File: src/rtl/core/wme_pkg.sv
`default_nettype none
package wme_pkg;

  localparam int unsigned SymCount  = 162;
  localparam int unsigned IlvCount  = 256;
  localparam int unsigned MsgBits   = 50;
  localparam int unsigned CallBits  = 28;
  localparam int unsigned LocBits   = 22;
  localparam int unsigned AddrBits  = $clog2(SymCount);
  localparam int unsigned CharCount = 6;

  localparam logic [31:0] PolyA = 32'h8ACA0B4E;
  localparam logic [31:0] PolyB = 32'hE23C8626;

  localparam logic [7:0] SymLast = 8'(SymCount - 1);

  // sync vector, symbol n at bit n
  localparam logic [167:0] SyncVec = {
    8'h00, 8'h63, 8'h58, 8'h0c, 8'ha0, 8'he2, 8'hcd, 8'hc9, 8'h04, 8'h56, 8'h34,
    8'h95, 8'h58, 8'h58, 8'hb3, 8'h40, 8'ha4, 8'h07, 8'ha4, 8'h71, 8'h03
  };

  localparam logic OpEncode = 1'b0;
  localparam logic OpTone   = 1'b1;

  typedef enum logic [2:0] {
    ST_IDLE,
    ST_PACK,
    ST_RUN,
    ST_READ,
    ST_DONE
  } wme_state_e;

  // callsign symbols, index 0 is the first character
  typedef logic [CharCount-1:0][5:0] wme_call_t;

  typedef struct packed {
    logic                we;
    logic [AddrBits-1:0] waddr;
    logic                wdata;
    logic                re;
    logic [AddrBits-1:0] raddr;
  } wme_mem_req_t;

  // {ok, value}
  function automatic logic [6:0] map_char(input logic [7:0] c);
    logic [6:0] r;
    r = 7'd0;
    if (c >= 8'h30 && c <= 8'h39) begin
      r = {1'b1, 6'(c - 8'h30)};
    end else if (c >= 8'h41 && c <= 8'h5A) begin
      r = {1'b1, 6'(c - 8'h41 + 8'd10)};
    end else if (c == 8'h20) begin
      r = {1'b1, 6'd36};
    end
    return r;
  endfunction

  function automatic logic [7:0] rev8(input logic [7:0] v);
    logic [7:0] r;
    for (int k = 0; k < 8; k++) begin
      r[k] = v[7-k];
    end
    return r;
  endfunction

endpackage
`default_nettype wire

File: src/rtl/core/wme_pack.sv
`default_nettype none
module wme_pack
  import wme_pkg::*;
(
  input  wire logic                       clk_i,
  input  wire logic                       rst_ni,
  input  wire logic                       start_i,
  input  wire wme_call_t                  call_i,
  input  wire logic [31:0]                loc_i,
  input  wire logic [6:0]                 pwr_i,
  output logic                            done_o,
  output logic [MsgBits-1:0]              msg_o
);

  logic                busy_q, busy_d;
  logic                done_q, done_d;
  logic [2:0]          step_q, step_d;
  wme_call_t           call_q;
  logic [6:0]          pwr_q;
  logic [CallBits-1:0] cw_q, cw_d;
  logic [LocBits-1:0]  lw_q, lw_d;
  logic [LocBits-1:0]  lb_q, lb_d;
  logic [LocBits-1:0]  l0, l1, l2, l3, pwr_ext;

  assign l0 = LocBits'(loc_i[31:24]);
  assign l1 = LocBits'(loc_i[23:16]);
  assign l2 = LocBits'(loc_i[15:8]);
  assign l3 = LocBits'(loc_i[7:0]);
  assign pwr_ext = {{(LocBits-7){pwr_q[6]}}, pwr_q};

  always_comb begin
    busy_d = busy_q;
    done_d = 1'b0;
    step_d = step_q;
    cw_d   = cw_q;
    lw_d   = lw_q;
    lb_d   = lb_q;
    if (start_i) begin
      busy_d = 1'b1;
      step_d = 3'd1;
      cw_d   = CallBits'(call_i[0]);
      lw_d   = LocBits'(179) - LocBits'(10) * (l0 - LocBits'(65)) - (l2 - LocBits'(48));
      lb_d   = LocBits'(10) * (l1 - LocBits'(65)) + (l3 - LocBits'(48));
    end else if (busy_q) begin
      step_d = step_q + 3'd1;
      case (step_q)
        3'd1: begin
          cw_d = cw_q * CallBits'(36) + CallBits'(call_q[1]);
          lw_d = lw_q * LocBits'(180) + lb_q;
        end
        3'd2: begin
          cw_d = cw_q * CallBits'(10) + CallBits'(call_q[2]);
          lw_d = {lw_q[LocBits-8:0], 7'd0} + pwr_ext + LocBits'(64);
        end
        3'd3: cw_d = cw_q * CallBits'(27) + CallBits'(call_q[3]) - CallBits'(10);
        3'd4: cw_d = cw_q * CallBits'(27) + CallBits'(call_q[4]) - CallBits'(10);
        3'd5: begin
          cw_d   = cw_q * CallBits'(27) + CallBits'(call_q[5]) - CallBits'(10);
          busy_d = 1'b0;
          done_d = 1'b1;
        end
        default: busy_d = 1'b0;
      endcase
    end
  end

  always_ff @(posedge clk_i or negedge rst_ni) begin
    if (!rst_ni) begin
      busy_q <= 1'b0;
      done_q <= 1'b0;
      step_q <= 3'd0;
    end else begin
      busy_q <= busy_d;
      done_q <= done_d;
      step_q <= step_d;
    end
  end

  always_ff @(posedge clk_i) begin
    cw_q <= cw_d;
    lw_q <= lw_d;
    lb_q <= lb_d;
    if (start_i) begin
      call_q <= call_i;
      pwr_q  <= pwr_i;
    end
  end

  assign done_o = done_q;
  assign msg_o  = {cw_q, lw_q};

endmodule
`default_nettype wire

File: src/rtl/core/wme_conv.sv
`default_nettype none
module wme_conv
  import wme_pkg::*;
(
  input  wire logic               clk_i,
  input  wire logic               load_i,
  input  wire logic [MsgBits-1:0] msg_i,
  input  wire logic               step_i,
  output logic                    a_bit_o,
  output logic                    b_bit_o
);

  logic [MsgBits-1:0] msg_q;
  logic [31:0]        ra_q, rb_q, ra_n, rb_n;
  logic               din;

  // Galois form: data enters at the LSB, parity taken at the MSB
  assign din  = msg_q[MsgBits-1];
  assign ra_n = {ra_q[30:0], din} ^ (din ? PolyA : 32'd0);
  assign rb_n = {rb_q[30:0], din} ^ (din ? PolyB : 32'd0);

  always_ff @(posedge clk_i) begin
    if (load_i) begin
      msg_q <= msg_i;
      ra_q  <= 32'd0;
      rb_q  <= 32'd0;
    end else if (step_i) begin
      msg_q <= {msg_q[MsgBits-2:0], 1'b0};
      ra_q  <= ra_n;
      rb_q  <= rb_n;
    end
  end

  assign a_bit_o = ra_n[31];
  assign b_bit_o = rb_q[31];

endmodule
`default_nettype wire

File: src/rtl/core/wme_store.sv
`default_nettype none
module wme_store
  import wme_pkg::*;
(
  input  wire logic         clk_i,
  input  wire wme_mem_req_t req_i,
  output logic              rdata_o
);

  logic mem_q [SymCount];
  logic rdata_q;

  always_ff @(posedge clk_i) begin
    if (req_i.we) begin
      mem_q[req_i.waddr] <= req_i.wdata;
    end
    if (req_i.re) begin
      rdata_q <= mem_q[req_i.raddr];
    end
  end

  assign rdata_o = rdata_q;

endmodule
`default_nettype wire

File: src/rtl/core/wspr_message_encoder.sv
`default_nettype none
// WSPR Type 1 message encoder with a 162-symbol channel store.
// Input stream: s_axis_tuser_i selects the operation (0 = encode, 1 = tone read).
//   An encode transfer packs callsign, locator and power into 50 bits, runs them
//   with 31 tail zeros through the rate-1/2 K=32 convolutional coder and writes
//   the interleaved 162 channel bits into the symbol memory.
//   A tone read returns sync bit + 2 * stored bit for one symbol index.
// Output stream: one transfer per input transfer, tone in [1:0], reject flag in [2].
// Processing (a new input is taken only in the idle state):
//   tone read: the memory read data, result and output registers lie between the
//   input transfer and the result. encode: 6 packing steps, then the 256-entry
//   bit-reversal interleave walk, one position per cycle, one memory write per hit.
//   rejected callsign: the result goes straight to DONE, memory untouched.
// Reset: control returns to idle and the memory reads as all zeros until the
//   first encode completes, since an encode that is not rejected writes all 162 entries.
// A stalled receiver holds the result in the output register; the block keeps
//   working on the next item and waits only when a second result is ready.
module wspr_message_encoder
  import wme_pkg::*;
(
  input  wire logic        clk_i,
  input  wire logic        rst_ni,
  input  wire logic        s_axis_tvalid_i,
  output logic             s_axis_tready_o,
  // [47:0] call_chars, [79:48] locator_chars, [86:80] power_dbm,
  // [94:87] symbol_index, [95] zero
  input  wire logic [95:0] s_axis_tdata_i,
  // [0] opcode
  input  wire logic        s_axis_tuser_i,
  output logic             m_axis_tvalid_o,
  input  wire logic        m_axis_tready_i,
  // [1:0] tone, [2] call_rejected, [7:3] zero
  output logic [7:0]       m_axis_tdata_o
);

  wme_state_e state_q, state_d;

  logic [7:0]          cnt_q, cnt_d;        // interleave position
  logic                half_q, half_d;      // second parity bit of a stage pending
  logic                filled_q, filled_d;  // store written at least once
  logic [AddrBits-1:0] idx_q, idx_d;
  logic [1:0]          res_tone_q, res_tone_d;
  logic                res_rej_q, res_rej_d;
  logic                out_vld_q, out_vld_d;
  logic [1:0]          out_tone_q, out_tone_d;
  logic                out_rej_q, out_rej_d;

  logic               in_xfer;
  logic [47:0]        call_chars;
  logic [31:0]        loc_chars;
  logic [6:0]         pwr;
  logic [7:0]         sym_idx;
  wme_call_t          call_map;
  logic               call_ok;
  logic [6:0]         mc [CharCount];

  logic               pack_start, pack_done;
  logic [MsgBits-1:0] msg;
  logic               conv_load, conv_step, a_bit, b_bit;
  wme_mem_req_t       mem_req;
  logic               rdata;
  logic [7:0]         ilv_addr;
  logic               ilv_hit;

  assign call_chars = s_axis_tdata_i[47:0];
  assign loc_chars  = s_axis_tdata_i[79:48];
  assign pwr        = s_axis_tdata_i[86:80];
  assign sym_idx    = s_axis_tdata_i[94:87];

  // first character sits in the top byte
  always_comb begin
    call_ok = 1'b1;
    for (int k = 0; k < CharCount; k++) begin
      mc[k]       = map_char(call_chars[8*(CharCount-1-k) +: 8]);
      call_map[k] = mc[k][5:0];
      call_ok     = call_ok & mc[k][6];
    end
  end

  assign s_axis_tready_o = (state_q == ST_IDLE);
  assign in_xfer         = s_axis_tvalid_i & s_axis_tready_o;

  assign ilv_addr = rev8(cnt_q);
  assign ilv_hit  = (ilv_addr <= SymLast);

  always_comb begin
    state_d    = state_q;
    cnt_d      = cnt_q;
    half_d     = half_q;
    filled_d   = filled_q;
    idx_d      = idx_q;
    res_tone_d = res_tone_q;
    res_rej_d  = res_rej_q;
    out_vld_d  = out_vld_q;
    out_tone_d = out_tone_q;
    out_rej_d  = out_rej_q;
    pack_start = 1'b0;
    conv_load  = 1'b0;
    conv_step  = 1'b0;
    mem_req    = '0;

    if (out_vld_q && m_axis_tready_i) begin
      out_vld_d = 1'b0;
    end

    case (state_q)
      ST_IDLE: begin
        if (in_xfer) begin
          res_tone_d = 2'd0;
          res_rej_d  = 1'b0;
          if (s_axis_tuser_i == OpTone) begin
            idx_d         = sym_idx;
            mem_req.re    = (sym_idx <= SymLast);
            mem_req.raddr = sym_idx;
            state_d       = ST_READ;
          end else if (!call_ok) begin
            res_rej_d = 1'b1;
            state_d   = ST_DONE;
          end else begin
            pack_start = 1'b1;
            state_d    = ST_PACK;
          end
        end
      end
      ST_PACK: begin
        if (pack_done) begin
          conv_load = 1'b1;
          cnt_d     = 8'd0;
          half_d    = 1'b0;
          state_d   = ST_RUN;
        end
      end
      ST_RUN: begin
        if (ilv_hit) begin
          mem_req.we    = 1'b1;
          mem_req.waddr = ilv_addr;
          mem_req.wdata = half_q ? b_bit : a_bit;
          conv_step     = ~half_q;
          half_d        = ~half_q;
        end
        cnt_d = cnt_q + 8'd1;
        if (cnt_q == 8'(IlvCount - 1)) begin
          filled_d = 1'b1;
          state_d  = ST_DONE;
        end
      end
      ST_READ: begin
        if (idx_q <= SymLast) begin
          res_tone_d = {rdata & filled_q, SyncVec[idx_q]};
        end
        state_d = ST_DONE;
      end
      ST_DONE: begin
        if (!out_vld_q || m_axis_tready_i) begin
          out_vld_d  = 1'b1;
          out_tone_d = res_tone_q;
          out_rej_d  = res_rej_q;
          state_d    = ST_IDLE;
        end
      end
      default: state_d = ST_IDLE;
    endcase
  end

  always_ff @(posedge clk_i or negedge rst_ni) begin
    if (!rst_ni) begin
      state_q   <= ST_IDLE;
      filled_q  <= 1'b0;
      out_vld_q <= 1'b0;
    end else begin
      state_q   <= state_d;
      filled_q  <= filled_d;
      out_vld_q <= out_vld_d;
    end
  end

  always_ff @(posedge clk_i) begin
    cnt_q      <= cnt_d;
    half_q     <= half_d;
    idx_q      <= idx_d;
    res_tone_q <= res_tone_d;
    res_rej_q  <= res_rej_d;
    out_tone_q <= out_tone_d;
    out_rej_q  <= out_rej_d;
  end

  wme_pack u_pack (
    .clk_i   (clk_i),
    .rst_ni  (rst_ni),
    .start_i (pack_start),
    .call_i  (call_map),
    .loc_i   (loc_chars),
    .pwr_i   (pwr),
    .done_o  (pack_done),
    .msg_o   (msg)
  );

  wme_conv u_conv (
    .clk_i   (clk_i),
    .load_i  (conv_load),
    .msg_i   (msg),
    .step_i  (conv_step),
    .a_bit_o (a_bit),
    .b_bit_o (b_bit)
  );

  wme_store u_store (
    .clk_i   (clk_i),
    .req_i   (mem_req),
    .rdata_o (rdata)
  );

  assign m_axis_tvalid_o = out_vld_q;
  assign m_axis_tdata_o  = {5'd0, out_rej_q, out_tone_q};

endmodule
`default_nettype wire

File: config.mk
export PLATFORM = sky130hd
export DESIGN_NAME = wspr_message_encoder
export DESIGN_NICKNAME = d
export VERILOG_FILES = /design/src/rtl/core/wme_pkg.sv /design/src/rtl/core/wme_pack.sv /design/src/rtl/core/wme_conv.sv /design/src/rtl/core/wme_store.sv /design/src/rtl/core/wspr_message_encoder.sv
export SDC_FILE = /design/constraint.sdc
export NUM_CORES = 2
export LEC_CHECK = 0
export BUFFER_PORTS_ARGS = -buffer_cell sky130_fd_sc_hd__buf_2
export CELL_PAD_IN_SITES_DETAIL_PLACEMENT = 1
export CELL_PAD_IN_SITES_GLOBAL_PLACEMENT = 1
export CORE_ASPECT_RATIO = 0.6
export CORE_MARGIN = 8
export CORE_UTILIZATION = 24
export DETAILED_ROUTE_END_ITERATION = 16
export MAX_ROUTING_LAYER = met4
export PLACE_DENSITY = 0.52
export SLEW_MARGIN = 20
export SYNTH_ARGS = -nofsm -noshare
export SYNTH_HDL_FRONTEND = slang
export SYNTH_SLANG_ARGS = --single-unit
File: constraint.sdc
create_clock -name clk_i -period 7.5 [get_ports clk_i]
set_clock_uncertainty 0.05 [all_clocks]
set_input_delay 1.875 -clock clk_i [delete_from_list [all_inputs] [get_ports clk_i]]
set_output_delay 1.875 -clock clk_i [all_outputs]
set_load 0.03 [all_outputs]
==> results.rst <==
.. list-table::
   :header-rows: 1

   * - Metric
     - Value
   * - Area leader, netlist
     - edfxtp_1
   * - Hold WC Path Type
     - reg2reg
   * - Max capacitance violation total
     - 0
   * - Cell area reported after detailed placement
     - 0.03993 mm^2
   * - Portion of the post-synthesis area used by sequential elements
     - 31.80%
   * - Number of optimization iterations in the first detailed-route pass
     - 7
   * - Reg2reg start
     - u_pack.cw_q[5]
   * - Clk Latency, worst-skew pair
     - 630 ps
   * - Min Tclk post-route
     - 7099 ps
   * - Antenna violations before repair
     - 12
   * - Fin crit share
     - 94.65%
   * - Setup slack of the most critical reg-to-reg path
     - 400 ps
   * - Relative slew slack
     - 26.61%
   * - Root buffer selected by CTS
     - clkbuf_16
   * - Post-detailed-route count of antenna-violating nets
     - 0
   * - Number of global-route vias before repair
     - 30.91k
   * - Synthesis-to-layout area growth
     - 14.10%
   * - Cell count of the worst reg-to-reg path
     - 27
   * - Num Clock Sinks
     - 416
   * - Worst Setup End Kind
     - flop
   * - Power share of the clock group
     - 34.9%
   * - Post-route design area
     - 0.04166 mm^2
   * - Asr flop ratio synth
     - 2.404%
   * - Detailed-placement wirelength estimate
     - 99.01 mm
   * - Fraction of power consumed by combinational cells
     - 23.6%
   * - Worst hold path endpoint
     - out_tone_q[0]
   * - Multi-input combinational cell area
     - 0.02295 mm^2
   * - Global-route wire length before repair
     - 193.6 mm
   * - P_leak
     - 17.47 nW
   * - Least-Margin Pin Slew
     - 1101 ps
   * - Detailed-route wire length per cell
     - 19.81 um
   * - Core Rows
     - 111
   * - Net Sw Power
     - 2.282 mW
   * - Post-synth EDFFs
     - 323
   * - Fraction of final layout cells sized beyond drive strength 1
     - 8.816%
   * - Floorplan die width
     - 519.6 um
   * - Total grt overflow
     - 0
   * - Die area
     - 0.1653 mm^2
   * - WP data arrival
     - 7510 ps
   * - Switching portion of total power
     - 32.15%
   * - Overall global routing resource usage
     - 15.25%
   * - Most frequent standard cell in the layout excluding fill and tap cells
     - nand2_1
   * - Run status
     - complete, no violations
   * - Peak fanout along the critical path
     - 8
   * - Number of buffers created by CTS
     - 49
   * - Unique masters post-synth
     - 108
   * - Commonest cells after routing, fill and taps aside
     - 496 x nand2_1, 443 x ha_1, 389 x nor2_1
   * - Depth of the worst hold-timing path
     - 0
   * - Storage element area
     - 0.01161 mm^2
   * - Hold Crit Start
     - res_tone_q[0]
   * - # H-tree levels
     - 2
   * - Clk pin slew, worst setup/hold paths
     - 60 ps
   * - Area of the core region
     - 0.1519 mm^2
   * - Number of hold violations in the final report
     - 0
   * - Routed WL
     - 126.3 mm
   * - Leading post-synthesis cells by cell area
     - edfxtp_1 27%, ha_1 15%, nand2_1 5.1%
   * - Final estimated routing congestion in global placement
     - 0.8365
   * - Mean number of vias per cell
     - 4.841
   * - Setup TNS
     - 0 ps
   * - Initial Util
     - 24.03%
   * - Fmax
     - 0.1409 GHz
   * - Non-Filler Instances
     - 6376
   * - Die Ht
     - 318.1 um
   * - Maximum vdd ir drop
     - 0.0001671 V
   * - Clk buf depth
     - 3
   * - Hold buffers post-CTS
     - 0
   * - Synthesized area divided by synthesized cell count
     - 8.761 um^2
   * - Most used DFF post-synth
     - edfxtp_1
   * - Final-layout fill cell count
     - 17.90k
   * - Final-stage net count
     - 4923
   * - Data required time of the critical path
     - 7910 ps
   * - Total DRC errors in the routed layout
     - 0
   * - Post-route total power
     - 7.099 mW
   * - Post-synthesis instance area
     - 0.03651 mm^2
   * - Pin count of the biggest net entering global routing
     - 85
   * - Internal power of the cells
     - 4.817 mW
   * - Final count of pins violating max slew
     - 0
   * - Number of setup violations in the final report
     - 0
   * - Sort of element at the start of the critical path
     - flop
   * - IO Pins
     - 111
   * - PD cells
     - 170.4 mW/mm^2
   * - Port Buffer Count
     - 104
   * - Destination of the worst register-to-register timing path
     - u_pack.cw_q[24]
   * - Fraction of power consumed by sequential logic
     - 41.6%
   * - DR iter-0 viols
     - 2111
   * - Via count of the routed design
     - 30.86k
   * - Kind of critical path
     - reg2reg
   * - Setup repair after global routing missed its margin
     - no
   * - Count of mapped cells out of synthesis
     - 4168
   * - Yosys warning total
     - 0
   * - Fraction of synthesized cell area taken by the top area cell type
     - 26.56%
   * - Placed cell count
     - 6271
   * - Number of storage elements in the synthesis netlist
     - 416
   * - CTS tree
     - done
## metal layers
layer,share of wire (%),routed length (um),track usage [%],up-vias
met1,56,70790,24.31,15110
met3,5.6,7082,2.842,89
met5,0,0,-,-
met2,37,46770,19.59,565
met4,1.3,1685,2.485,0
li1,-,-,-,15100
## power groups by stage
stage	Clock, mW	Sequential, mW	Combinational, mW
6_report	2.48	2.95	1.67
5_1_grt	2.66	2.98	1.89
4_1_cts	2.57	2.96	1.70
3_5_place_dp	0	3.00	1.69
3_3_place_gp	0	3.00	1.66
2_1_floorplan	0	2.96	1.20
## critical path, stage by stage, from the launching register on
cell      delay [ps]
edfxtp_1         590
ha_1             400
fa_1             500
inv_1             50
fa_1             500
inv_1             50
ha_1             360
and2_1           170
o21a_1           160
a41o_1           320
o21ai_0          290
nand2b_1         120
a21oi_1          240
nor2b_1           70
o21ai_0          150
nand2b_1         110
xor2_2           230
inv_1             80
ha_1             350
nand2_1          100
or3_1            430
o21ai_1          300
nand4_1          140
a222oi_1         470
nor4_1           100
nor4_1           390
buf_4            180
nor3_1            40
## registers in the layout, summed over array words and instances, names as in the netlist, 3 cells and up, named ones only
register	flops
u_pack.step_q	3
u_pack.lb_q	22
u_pack.cw_q	28
state_q	3
u_store.mem_q	162
u_conv.msg_q	50
cnt_q	8
u_pack.pwr_q	7
u_conv.ra_q	28
u_pack.lw_q	22
u_pack.call_q	30
u_conv.rb_q	32
idx_q	8
## area by class of cell
cell class                      instances  share of cell area, %
Antenna cell                            9                0.05406
Sequential cell                       416                  27.87
Tap cell                             2034                  6.108
Multi-Input combinational cell       3219                  55.09
Timing Repair Buffer                  224                  3.481
Inverter                              384                  3.460
Clock inverter                         28                 0.6517
Clock buffer                           62                  3.282
## what timing repair did
item / CTS / global route
setup endpoints to repair: 0 / 3
buffers inserted: 0 / 5
resized for setup: 0 / 5
endpoints found under the hold margin: 0 / 0
## cells in the mapped netlist, drive strengths merged, types with 27 or more instances
master / n
o21ai: 216
edfxtp: 323
dfxtp: 83
a21o: 77
nor3: 78
nand4: 27
a211oi: 89
nand3: 102
xnor2: 186
nor2: 395
clkbuf: 124
buf: 29
inv: 383
nand2: 497
xor2: 96
ha: 443
and3: 34
o22ai: 60
o21a: 32
nand2b: 39
a21oi: 331
a31oi: 35
fa: 85
## per-stage QoR
stage          worst slack (ps)  util [%]  hold slack [ps]
4_1_cts                   165.2     27.36            377.1
2_1_floorplan              1003         -            350.3
3_3_place_gp              327.7     26.28            361.4
5_1_grt                   21.79     27.42            379.1
3_5_place_dp              242.7     26.28            362.5
6_report                  401.3     27.42            372.7
## cell families after synthesis
group / synth area share (%)
flops: 31.80
mux: 0.7436
other cells: 0.01027
xor+xnor: 6.929
fa+ha+maj: 19.84
simple gates: 16.15
compound gates: 18.87
buf+inv: 5.657
## worst max path at each step
stage / slack (ps) / to / startpoint / cells past startpoint
6_report: 400 / u_pack.cw_q[24] / u_pack.cw_q[5] / 27
5_1_grt: 20 / u_pack.cw_q[24] / u_pack.cw_q[3] / 27
4_1_cts: 170 / u_pack.cw_q[24] / u_pack.cw_q[2] / 28
3_5_place_dp: 240 / u_pack.cw_q[24] / u_pack.cw_q[1] / 28
3_3_place_gp: 330 / u_pack.cw_q[24] / u_pack.cw_q[1] / 28
2_1_floorplan: 1000 / u_pack.lw_q[20] / s_axis_tdata_i[72] / 23
Note: power is estimated with default switching activity, not from simulation.
